File: src/hw/rtl/srms_pkg.sv
`timescale 1ns / 1ps
// ----------------------------------------------------------------------------
// srms_pkg: shared types and constants of the stereo block RMS meter
// Field widths, register indexes and the control words between the meter's
// lanes, the merge stage and the top level.
// ----------------------------------------------------------------------------
package srms_pkg;

    localparam int DEF_MAX_BLOCK_FRAMES = 1024;

    localparam int NUM_LANES  = 2;
    localparam int SAMPLE_W   = 16;
    localparam int SQ_W       = 31;   // square of a 16-bit magnitude, up to 2^30
    localparam int QUO_W      = 31;   // mean square never exceeds 2^30
    localparam int RMS_W      = 16;
    localparam int ROOT_W     = 32;
    localparam int SQRT_STEPS = 16;

    localparam int THRESH_W   = 24;
    localparam int RPT_CNT_W  = 25;
    localparam logic [THRESH_W-1:0] THRESHOLD_RESET = 24'd5000;

    localparam int CFG_IDX_W  = 8;
    localparam int CFG_DATA_W = 24;
    localparam logic [CFG_IDX_W-1:0] REG_REPORT_THRESHOLD = 8'd0;
    localparam logic [CFG_IDX_W-1:0] REG_REPORT_ENABLE    = 8'd1;

    // Control from the top level to each lane.
    typedef struct packed {
        logic frame_valid;  // a frame is accepted this cycle
        logic block_end;    // that frame closes the block
    } srms_lane_ctl_t;

    // Status from each lane to the merge stage.
    typedef struct packed {
        logic             done;
        logic [RMS_W-1:0] rms;
    } srms_lane_res_t;

endpackage

File: src/hw/rtl/stereo_block_rms_meter.sv
`timescale 1ns / 1ps
// ----------------------------------------------------------------------------
// stereo_block_rms_meter: block RMS level meter for stereo Q1.15 audio
// Two channel lanes square and sum samples; at each block end they divide
// and take a square root, and a merge stage emits one word per block.
// ----------------------------------------------------------------------------
// Each input word is one stereo frame. Frames are squared and summed per
// channel until a frame with s_tlast set, or the frame that brings the block
// to MAX_BLOCK_FRAMES, closes the block. That frame produces one output word
// holding floor(sqrt(floor(sum / frames))) for each channel, and tuser flags
// a level report when the count of frames since the last report has reached
// report_threshold and report_enable is set; a flagged report restarts that
// count, which otherwise saturates at 2^25-1. A frame that does not close a
// block does not make the meter busy. A closing frame runs each lane's
// restoring divider, one quotient bit per cycle over the
// 31 + log2(MAX_BLOCK_FRAMES) bit sum, and then its square root unit, one
// result bit per cycle; the next frame is accepted once the merge stage
// has taken both results. A finished result waits in the output register
// without holding up new frames unless a second block closes before it is
// taken.
// Configuration writes are accepted every cycle and are meant to be issued
// only while the meter is idle.
// ----------------------------------------------------------------------------
module stereo_block_rms_meter
    import srms_pkg::*;
#(
    parameter int MAX_BLOCK_FRAMES = DEF_MAX_BLOCK_FRAMES
) (
    input  logic                  aclk,
    input  logic                  aresetn,

    // Input frames.
    input  logic                  s_tvalid,
    output logic                  s_tready,
    input  logic [31:0]           s_tdata,   // [15:0] left_sample, [31:16] right_sample
    input  logic                  s_tlast,   // last_frame

    // Block results.
    output logic                  m_tvalid,
    input  logic                  m_tready,
    output logic [31:0]           m_tdata,   // [15:0] left level, [31:16] right level
    output logic                  m_tuser,   // report_event

    // Register writes: index 0 report_threshold, index 1 report_enable.
    input  logic                  cfg_valid,
    output logic                  cfg_ready,
    input  logic [CFG_IDX_W-1:0]  cfg_index,
    input  logic [CFG_DATA_W-1:0] cfg_data
);

    localparam int CNT_W = $clog2(MAX_BLOCK_FRAMES + 1);

    logic [THRESH_W-1:0]  threshold_reg;
    logic                 enable_reg;
    logic [CNT_W-1:0]     block_cnt_reg, block_cnt_next;
    logic [RPT_CNT_W-1:0] report_cnt_reg, report_cnt_inc;
    logic                 report_reg;
    logic                 busy_reg;

    logic                 in_accept;
    logic                 block_end;
    logic                 report_now;
    logic                 take;
    srms_lane_ctl_t       lane_ctl;
    srms_lane_res_t       lane_res [NUM_LANES];

    assign cfg_ready = 1'b1;
    assign s_tready  = !busy_reg;
    assign in_accept = s_tvalid && s_tready;

    always_comb begin
        block_cnt_next = block_cnt_reg + 1'b1;
        block_end      = s_tlast || (block_cnt_next == CNT_W'(MAX_BLOCK_FRAMES));
        report_cnt_inc = (report_cnt_reg == '1) ? report_cnt_reg : report_cnt_reg + 1'b1;
        report_now     = (report_cnt_inc >= RPT_CNT_W'(threshold_reg)) && enable_reg;
        lane_ctl.frame_valid = in_accept;
        lane_ctl.block_end   = in_accept && block_end;
    end

    // Configuration registers; unknown indexes are ignored.
    always_ff @(posedge aclk) begin
        if (!aresetn) begin
            threshold_reg <= THRESHOLD_RESET;
            enable_reg    <= 1'b1;
        end else if (cfg_valid && cfg_ready) begin
            if (cfg_index == REG_REPORT_THRESHOLD) begin
                threshold_reg <= cfg_data[THRESH_W-1:0];
            end else if (cfg_index == REG_REPORT_ENABLE) begin
                enable_reg <= cfg_data[0];
            end
        end
    end

    // Frame counters and the block-in-flight flag. The report decision is
    // taken when the closing frame is accepted and travels with the block.
    always_ff @(posedge aclk) begin
        if (!aresetn) begin
            block_cnt_reg  <= '0;
            report_cnt_reg <= '0;
            busy_reg       <= 1'b0;
        end else begin
            if (in_accept) begin
                if (block_end) begin
                    block_cnt_reg  <= '0;
                    report_cnt_reg <= report_now ? '0 : report_cnt_inc;
                    busy_reg       <= 1'b1;
                end else begin
                    block_cnt_reg  <= block_cnt_next;
                    report_cnt_reg <= report_cnt_inc;
                end
            end else if (take) begin
                busy_reg <= 1'b0;
            end
        end
        if (in_accept && block_end) begin
            report_reg <= report_now;
        end
    end

    // One lane per channel; lane 0 is left, lane 1 is right.
    for (genvar g = 0; g < NUM_LANES; g++) begin : g_lane
        srms_lane #(
            .MAX_BLOCK_FRAMES(MAX_BLOCK_FRAMES)
        ) u_lane (
            .aclk    (aclk),
            .aresetn (aresetn),
            .ctl     (lane_ctl),
            .sample  (s_tdata[g*SAMPLE_W +: SAMPLE_W]),
            .frames  (block_cnt_next),
            .take    (take),
            .res     (lane_res[g])
        );
    end

    srms_merge u_merge (
        .aclk     (aclk),
        .aresetn  (aresetn),
        .lane_res (lane_res),
        .report   (report_reg),
        .take     (take),
        .m_tvalid (m_tvalid),
        .m_tready (m_tready),
        .m_tdata  (m_tdata),
        .m_tuser  (m_tuser)
    );

endmodule

File: src/hw/rtl/srms_lane.sv
`timescale 1ns / 1ps
// ----------------------------------------------------------------------------
// srms_lane: one channel of the RMS meter
// Accumulates squared samples, then divides the sum by the frame count one
// quotient bit per cycle and takes the integer square root one bit per cycle.
// ----------------------------------------------------------------------------
module srms_lane
    import srms_pkg::*;
#(
    parameter int MAX_BLOCK_FRAMES = DEF_MAX_BLOCK_FRAMES,
    localparam int CNT_W = $clog2(MAX_BLOCK_FRAMES + 1)
) (
    input  logic                aclk,
    input  logic                aresetn,
    input  srms_lane_ctl_t      ctl,
    input  logic [SAMPLE_W-1:0] sample,
    input  logic [CNT_W-1:0]    frames,
    input  logic                take,
    output srms_lane_res_t      res
);

    localparam int SUM_W  = SQ_W + $clog2(MAX_BLOCK_FRAMES);
    localparam int STEP_W = $clog2(SUM_W + 1);

    localparam logic [1:0] ST_ACC  = 2'd0;
    localparam logic [1:0] ST_DIV  = 2'd1;
    localparam logic [1:0] ST_SQRT = 2'd2;
    localparam logic [1:0] ST_DONE = 2'd3;

    logic [1:0]        state_reg, state_next;
    logic [SUM_W-1:0]  sum_reg, sum_next;
    logic [SUM_W-1:0]  dq_reg, dq_next;
    logic [CNT_W-1:0]  rem_reg, rem_next;
    logic [CNT_W-1:0]  div_reg, div_next;
    logic [STEP_W-1:0] step_reg, step_next;
    logic [QUO_W-1:0]  x_reg, x_next;
    logic [ROOT_W-1:0] root_reg, root_next;
    logic [ROOT_W-1:0] bit_reg, bit_next;

    logic [SAMPLE_W-1:0]   mag;
    logic [2*SAMPLE_W-1:0] prod;
    logic [SUM_W-1:0]      sum_add;
    logic [CNT_W:0]        rem_sh;
    logic [CNT_W:0]        rem_sub;
    logic                  rem_ge;
    logic [SUM_W-1:0]      dq_step;
    logic [ROOT_W-1:0]     trial;
    logic                  x_ge;
    logic [ROOT_W-1:0]     x_sub;

    always_comb begin
        mag     = sample[SAMPLE_W-1] ? (~sample + 1'b1) : sample;
        prod    = mag * mag;
        sum_add = sum_reg + SUM_W'(prod[SQ_W-1:0]);

        rem_sh  = {rem_reg, dq_reg[SUM_W-1]};
        rem_ge  = rem_sh >= {1'b0, div_reg};
        rem_sub = rem_sh - {1'b0, div_reg};
        dq_step = {dq_reg[SUM_W-2:0], rem_ge};

        trial   = root_reg + bit_reg;
        x_ge    = ROOT_W'(x_reg) >= trial;
        x_sub   = ROOT_W'(x_reg) - trial;
    end

    always_comb begin
        state_next = state_reg;
        sum_next   = sum_reg;
        dq_next    = dq_reg;
        rem_next   = rem_reg;
        div_next   = div_reg;
        step_next  = step_reg;
        x_next     = x_reg;
        root_next  = root_reg;
        bit_next   = bit_reg;
        unique case (state_reg)
            ST_ACC: begin
                if (ctl.frame_valid) begin
                    if (ctl.block_end) begin
                        sum_next   = '0;
                        dq_next    = sum_add;
                        rem_next   = '0;
                        div_next   = frames;
                        step_next  = STEP_W'(SUM_W - 1);
                        state_next = ST_DIV;
                    end else begin
                        sum_next = sum_add;
                    end
                end
            end
            ST_DIV: begin
                dq_next   = dq_step;
                rem_next  = rem_ge ? rem_sub[CNT_W-1:0] : rem_sh[CNT_W-1:0];
                step_next = step_reg - 1'b1;
                if (step_reg == '0) begin
                    x_next     = dq_step[QUO_W-1:0];
                    root_next  = '0;
                    bit_next   = ROOT_W'(1) << (2 * (SQRT_STEPS - 1));
                    step_next  = STEP_W'(SQRT_STEPS - 1);
                    state_next = ST_SQRT;
                end
            end
            ST_SQRT: begin
                if (x_ge) begin
                    x_next    = x_sub[QUO_W-1:0];
                    root_next = (root_reg >> 1) + bit_reg;
                end else begin
                    root_next = root_reg >> 1;
                end
                bit_next  = bit_reg >> 2;
                step_next = step_reg - 1'b1;
                if (step_reg == '0) begin
                    state_next = ST_DONE;
                end
            end
            ST_DONE: begin
                if (take) begin
                    state_next = ST_ACC;
                end
            end
            default: begin
                state_next = ST_ACC;
            end
        endcase
    end

    always_ff @(posedge aclk) begin
        if (!aresetn) begin
            state_reg <= ST_ACC;
            sum_reg   <= '0;
        end else begin
            state_reg <= state_next;
            sum_reg   <= sum_next;
        end
        dq_reg   <= dq_next;
        rem_reg  <= rem_next;
        div_reg  <= div_next;
        step_reg <= step_next;
        x_reg    <= x_next;
        root_reg <= root_next;
        bit_reg  <= bit_next;
    end

    assign res.done = (state_reg == ST_DONE);
    assign res.rms  = root_reg[RMS_W-1:0];

endmodule

File: src/hw/rtl/srms_merge.sv
`timescale 1ns / 1ps
// ----------------------------------------------------------------------------
// srms_merge: result merge stage of the RMS meter
// Waits for every lane, then packs the channel levels and the report flag
// into the output register.
// ----------------------------------------------------------------------------
module srms_merge
    import srms_pkg::*;
(
    input  logic                       aclk,
    input  logic                       aresetn,
    input  srms_lane_res_t             lane_res [NUM_LANES],
    input  logic                       report,
    output logic                       take,
    output logic                       m_tvalid,
    input  logic                       m_tready,
    output logic [NUM_LANES*RMS_W-1:0] m_tdata,
    output logic                       m_tuser
);

    logic                       valid_reg;
    logic [NUM_LANES*RMS_W-1:0] data_reg, data_next;
    logic                       user_reg;
    logic                       all_done;

    always_comb begin
        all_done  = 1'b1;
        data_next = '0;
        for (int i = 0; i < NUM_LANES; i++) begin
            all_done = all_done & lane_res[i].done;
            data_next[i*RMS_W +: RMS_W] = lane_res[i].rms;
        end
    end

    assign take = all_done && (!valid_reg || m_tready);

    always_ff @(posedge aclk) begin
        if (!aresetn) begin
            valid_reg <= 1'b0;
        end else if (take) begin
            valid_reg <= 1'b1;
        end else if (m_tready) begin
            valid_reg <= 1'b0;
        end
        if (take) begin
            data_reg <= data_next;
            user_reg <= report;
        end
    end

    assign m_tvalid = valid_reg;
    assign m_tdata  = data_reg;
    assign m_tuser  = user_reg;

endmodule

File: config.mk
export PLATFORM = sky130hd
export DESIGN_NAME = stereo_block_rms_meter
export DESIGN_NICKNAME = d
export VERILOG_FILES = /design/src/hw/rtl/srms_pkg.sv /design/src/hw/rtl/stereo_block_rms_meter.sv /design/src/hw/rtl/srms_lane.sv /design/src/hw/rtl/srms_merge.sv
export SDC_FILE = /design/constraint.sdc
export NUM_CORES = 2
export LEC_CHECK = 0
export BUFFER_PORTS_ARGS = -buffer_cell sky130_fd_sc_hd__buf_2
export CORE_MARGIN = 4
export CORE_UTILIZATION = 45
export CTS_CLUSTER_DIAMETER = 100
export DETAILED_ROUTE_END_ITERATION = 8
export GPL_TIMING_DRIVEN = 0
export SETUP_SLACK_MARGIN = 0.3
export SYNTH_ARGS = -nofsm -noshare
export SYNTH_HDL_FRONTEND = slang
export SYNTH_HIERARCHICAL = 1
export SYNTH_SLANG_ARGS = --single-unit
File: constraint.sdc
create_clock -name aclk -period 20.7 [get_ports aclk]
set_input_delay 1.035 -clock aclk [delete_from_list [all_inputs] [get_ports aclk]]
set_output_delay 1.035 -clock aclk [all_outputs]
set_load 0.1 [all_outputs]
Word level (Yosys, flattened, before mapping)
Index checks and enable logic that the tools add are counted.
Cells by class
  add/subtract/negate cells: 16
  $mul: 2
  div/mod/pow operators: 0
  order comparisons: 5
  equal/unequal tests: 22
  shift operators: 0
  multiplexer cells: 56
  bitwise logic cells: 4
  reductions and logical operators: 38
Operators by type and width (count)
  $pmux 32 s2: 4
  $mux 41: 6
  $mux 32: 6
  $pmux 41 s2: 2
  $mux 31: 4
  $pmux 31 s2: 2
  $add 41x31->41: 2
  $mux 25: 3
  $add 31x32->32: 2
  $add 32x32->32: 2
  $ge 31x32->1: 2
  $mul 16x16->31: 2
  $sub 31x31->31: 2
  $mux 11: 5
  $pmux 11 s2: 2
  $pmux 6 s3: 2
  $add 16x1->16 const B: 2
  $mux 16: 2
  $not 16->16: 2
  $reduce_and 3->1: 9
  $add 25x1->25 const B: 1
  $eq 25x25->1 const B: 1
  $ge 25x24->1: 1
  $ge 12x11->1: 2
  other kinds (25): 75
Word-level totals
  bits in registers: 511
  bits in latches: 0
  RAM bits: 0
  memory bits (read-only): 0
  output and inout bits: 36
  logic and storage cells: 170
  memories kept: 0

Logic depth before layout (Yosys ltp)
  depth in word-level cells: 8
  gate-level depth with buffers: 42
  gate-level depth less buffers: 40

Cells and area by module
Netlist, hierarchy kept.
Modules (own cells, without submodules)
  srms_lane at g_lane[0].u_lane: times used 1, cells each 2328, area an instance 21144.0 um^2, seq. area each 5305.1 um^2
  srms_lane at g_lane[1].u_lane: times used 1, cells each 2328, area an instance 21142.8 um^2, seq. area each 5305.1 um^2
  stereo_block_rms_meter: times used 1, cells each 488, area an instance 3936.3 um^2, seq. area each 1271.2 um^2
  srms_merge: times used 1, cells each 38, area an instance 1046.0 um^2, seq. area each 1011.0 um^2

Least setup slack after synthesis
Ideal clock, no wire load.
  path type: input to register
  start point: input s_tdata[6]
  end point: register g_lane[0].u_lane.sum_reg[35]
  arrival time: 10.312 ns
  slack: 10.313 ns
  cell stages on the path: 36
  cells stage by stage: or4_1 -> or3_1 -> or3_1 -> o31ai_1 -> xor2_1 -> inv_2 -> nand2_1 -> inv_1 -> fa_1 -> fa_1 -> fa_1 -> fa_1 -> fa_1 -> inv_1 -> fa_1 -> inv_1 -> ha_1 -> inv_1 -> o22ai_1 -> o21a_1 -> a311oi_1 -> a21o_1 -> and2_1 -> o21bai_1 -> a21oi_1 -> xnor2_1 -> ha_1 -> clkbuf_1 -> and2_1 -> nand2_1 -> o211ai_1 -> a211oi_1 -> o211ai_1 -> nand4_1 -> or3_1 -> a31oi_1
Between the ends
  cells in the longest elaborated chain, start to end: 6
Ends and longest elaborated chain
  from (decl): line stereo_block_rms_meter.sv:35  | input logic [31:0] s_tdata,
  $not 16->16: line srms_lane.sv:52  | mag = sample[SAMPLE_W-1] ? (~sample + 1'b1) : sample;
  $add 16x1->16: line srms_lane.sv:52
  $mux 16 *: line srms_lane.sv:52
  $mul 16x16->31 *: line srms_lane.sv:53  | prod = mag * mag;
  $add 41x31->41 *: line srms_lane.sv:54  | sum_add = sum_reg + SUM_W'(prod[SQ_W-1:0]);
  $mux 41 *: line srms_lane.sv:79  | if (ctl.block_end) begin
  to (signal assigned): line srms_lane.sv:133  | sum_reg <= sum_next;
  to (decl): line srms_lane.sv:31  | logic [SUM_W-1:0] sum_reg, sum_next;
Mark *: on every way between the ends. The rest lies on a longest branch, timed or not.
A chain may end at the register's enable or synchronous reset.

Worst setup path after layout
  start point: input s_tdata[0]
  end point: register g_lane[0].u_lane.sum_reg[38]
Same word-level chain as after synthesis.

==> impl_metrics.prom <==
# TYPE chip_impl_metric gauge
chip_impl_metric{name="first_global_vias",unit=""} 36700
chip_impl_metric{name="arrival",unit="ns"} 12.89
chip_impl_metric{name="drt_pass1_iterations",unit=""} 6
chip_impl_metric{name="numPlacedInstances",unit=""} 6691
chip_impl_info{name="ys_dominant_reg_cell",value="edfxtp_1"} 1
chip_impl_metric{name="tritoncts.num_buffers",unit=""} 60
chip_impl_metric{name="synth-warning-count",unit=""} 6
chip_impl_metric{name="maximum_number_of_pins_on_one_net_before_global_route_repair",unit=""} 31
chip_impl_metric{name="gp_routability_congestion",unit=""} 0.890
chip_impl_metric{name="chipWidth",unit="um"} 332
chip_impl_metric{name="multi_input_comb_area",unit="mm^2"} 0.0312
chip_impl_metric{name="die_area",unit="mm^2"} 0.110
chip_impl_info{name="timing.setup.critical_path_class",value="input port to flip-flop"} 1
chip_impl_info{name="cts_tree",value="done"} 1
chip_impl_metric{name="numPortBuffers",unit=""} 103
chip_impl_metric{name="wl_per_instance",unit="um"} 17.3
chip_impl_metric{name="synth.cell_area",unit="mm^2"} 0.0473
chip_impl_metric{name="num-fill-cells",unit=""} 10000
chip_impl_metric{name="async_s_r_ff_share_synth",unit="%"} 0
chip_impl_info{name="cp-start-kind",value="input port"} 1
chip_impl_metric{name="drv_slew",unit=""} 0
chip_impl_metric{name="final-setup-viol-count",unit=""} 0
chip_impl_metric{name="h-tree-depth",unit=""} 2
chip_impl_info{name="endpoint_kind",value="flip-flop"} 1
chip_impl_metric{name="worst_setup_hold_path_clk_slew",unit="ns"} 0.06
chip_impl_metric{name="grt_antenna_before_repair",unit=""} 0
chip_impl_metric{name="layout_worst_path_cycle_share",unit="%"} 59.5
chip_impl_metric{name="finalClockSkew",unit="ns"} 0.0825
chip_impl_metric{name="final.setup.worst_slack",unit="ns"} 8.39
chip_impl_info{name="status",value="complete, no violations"} 1
chip_impl_info{name="cp_slowest_cell",value="xor2_1"} 1
chip_impl_metric{name="max_slew.worst_pin.slew",unit="ns"} 1.18
chip_impl_metric{name="detail_route.wirelength",unit="um"} 118000
chip_impl_metric{name="route.detailed.drc",unit=""} 0
chip_impl_metric{name="timing.fmax",unit="MHz"} 81.2
chip_impl_metric{name="worstSkewPairLatency",unit="ns"} 0.69
chip_impl_info{name="timing.critical_path.mode_cell",value="fa_1"} 1
chip_impl_metric{name="timing.slew.headroom",unit="%"} 20.8
chip_impl_info{name="min-delay-path-class",value="flip-flop to flip-flop"} 1
chip_impl_metric{name="drv.max_cap_violation_count",unit=""} 0
chip_impl_metric{name="cts_post_setup_buffers_inserted",unit=""} 0
chip_impl_metric{name="number_of_enable_flip_flop_cells_after_synthesis",unit=""} 330
chip_impl_metric{name="grt.total_usage",unit="%"} 21.0
chip_impl_metric{name="final_layout_size_suffix_gt1_share",unit="%"} 7.73
chip_impl_metric{name="timing.critical_path.required",unit="ns"} 21.28
chip_impl_metric{name="diodes",unit=""} 0
chip_impl_info{name="unrepaired_setup_endpoints_after_global_routing",value="false"} 1
chip_impl_metric{name="cts_hold_buffers",unit=""} 0
chip_impl_metric{name="dpl_worst_slack",unit="ns"} 7.83
chip_impl_metric{name="seq_area_frac_synth",unit="%"} 27.3
chip_impl_metric{name="syn_inst",unit=""} 5182
chip_impl_metric{name="detailedRoute.firstIterationViolations",unit=""} 2293
chip_impl_metric{name="detailed_place_hpwl",unit="um"} 94100
chip_impl_metric{name="dr_total_vias",unit=""} 36900
chip_impl_metric{name="flow.area_growth_from_synthesis",unit="%"} 9.83
chip_impl_metric{name="ys_seq_elements",unit=""} 479
chip_impl_metric{name="numClockSinks",unit=""} 479
chip_impl_metric{name="worstPathMaxFanout",unit=""} 10
chip_impl_metric{name="i_o_pin_cnt",unit=""} 106
chip_impl_metric{name="route.detailed.vias_per_inst",unit=""} 5.42
chip_impl_metric{name="fin_setup_tns",unit="ns"} 0
chip_impl_metric{name="global_route.overflow_total",unit=""} 0
chip_impl_metric{name="starting_density_of_the_core",unit="%"} 45.5
chip_impl_metric{name="final_critical_path_required_period",unit="ns"} 12.31
chip_impl_metric{name="num-nets-final",unit=""} 6221
chip_impl_metric{name="std_cell_rows",unit=""} 118
chip_impl_metric{name="seqCellArea",unit="mm^2"} 0.0129
chip_impl_metric{name="synth.distinct_cells",unit=""} 113
chip_impl_metric{name="timing_hold_violations_final",unit=""} 0
chip_impl_metric{name="drtAntennaViolNets",unit=""} 0
chip_impl_metric{name="final_cell_count_no_fill",unit=""} 6800
chip_impl_metric{name="clock_path_buffers",unit=""} 3
chip_impl_metric{name="synthesis.area_per_instance",unit="um^2"} 9.12
chip_impl_info{name="root_buffer",value="clkbuf_16"} 1
chip_impl_metric{name="die-height",unit="um"} 332
chip_impl_metric{name="critical-path-max-stage-delay",unit="ns"} 0.75
chip_impl_metric{name="coreArea",unit="mm^2"} 0.104
chip_impl_metric{name="grt_first_pass_wirelength",unit="um"} 193000
chip_impl_metric{name="cts_resized",unit=""} 0
==> critical path, delay by kind of cell <==
kind / cells / cell delay, ns
buffers and inverters: 9 / 2.28
XOR/XNOR: 2 / 0.92
adder cells (fa/ha/maj): 9 / 3.93
AND/OR/NAND/NOR: 6 / 1.03
multiplexers: 1 / 0.41
AO/OA/AOI/OAI: 13 / 3.26
==> metal layers <==
metal | vias to the layer above | global-route usage (%) | part of all wire [%] | routed length, um
met5 | - | 0 | 0 | 0
met1 | 17700 | 28.6 | 46 | 54400
met2 | 749 | 35.9 | 47 | 55700
met3 | 147 | 2.28 | 3.9 | 4630
li1 | 18300 | - | - | -
met4 | 0 | 5.34 | 2.5 | 2920
==> final cells by class <==
cell class | count | area share, %
timing repair buffer | 111 | 1.33
clock inverter | 35 | 0.815
buffer | 194 | 1.89
multi-input combinational | 3915 | 60.1
sequential | 479 | 24.8
tap | 1380 | 3.33
inverter | 612 | 4.42
clock buffer | 74 | 3.24
==> logic make-up (layout without fill, tap and decap cells) <==
logic type / after synthesis / in the layout / synth area share [%]
compound gates: 1123 / 1123 / 15.5
flops: 479 / 479 / 27.3
buf+inv: 806 / 1026 / 6.93
fa+ha+maj: 778 / 778 / 25.9
mux: 97 / 97 / 2.20
xor+xnor: 369 / 369 / 6.84
other cells: 5 / 23 / 0.0397
simple gates: 1525 / 1525 / 15.3
==> synthesized netlist by cell type, types with 95 or more instances <==
library cell / count / area [um^2]
inv_1: 596 / 2240
nand2_1: 532 / 2000
ha_1: 446 / 5580
nor2_1: 388 / 1460
fa_1: 332 / 6650
edfxtp_1: 330 / 9910
a21oi_1: 276 / 1380
o21ai_0: 236 / 1180
xnor2_1: 208 / 1820
xor2_1: 161 / 1410
dfxtp_1: 149 / 2980
clkbuf_1: 126 / 473
a21o_1: 104 / 781
nand3_1: 95 / 475
==> path summary, 6_finish.rpt <==
kind                                              startpoint                      endpoint  slack [ns]  depth (start not counted)
worst max-delay path                              s_tdata[0]  g_lane[0].u_lane/sum_reg[38]        8.39                         40
worst min-delay path                              report_reg               u_merge/m_tuser        0.44                          0
worst max register to register  g_lane[1].u_lane/root_reg[6]     g_lane[1].u_lane/x_reg[6]       14.08                         21
worst min register to register                    report_reg               u_merge/m_tuser        0.44                          0
==> cell usage in the layout, fill, tap and decap left out, types with 75 or more instances in the layout <==
master      n
nand2_1   532
and2_1     75
nor2_1    387
ha_1      446
buf_2     111
dfxtp_1   149
o21ai_0   232
nand3_1    95
fa_1      332
xor2_1    161
edfxtp_1  330
a21o_1    104
clkbuf_1  129
a21oi_1   276
inv_1     596
xnor2_1   208
==> per-stage QoR <==
step	hold WS (ns)	util (%)	cell area, um^2
global route	0.453	49.9	51900
CTS	0.435	49.9	51900
detailed placement	0.409	47.9	49800
finish	0.436	49.9	51900
global placement	0.411	47.7	49600
floorplan	0.400	-	47300
Power is not shown: default switching activity piles up to over one toggle a cycle in this logic, so the estimate is an artifact.
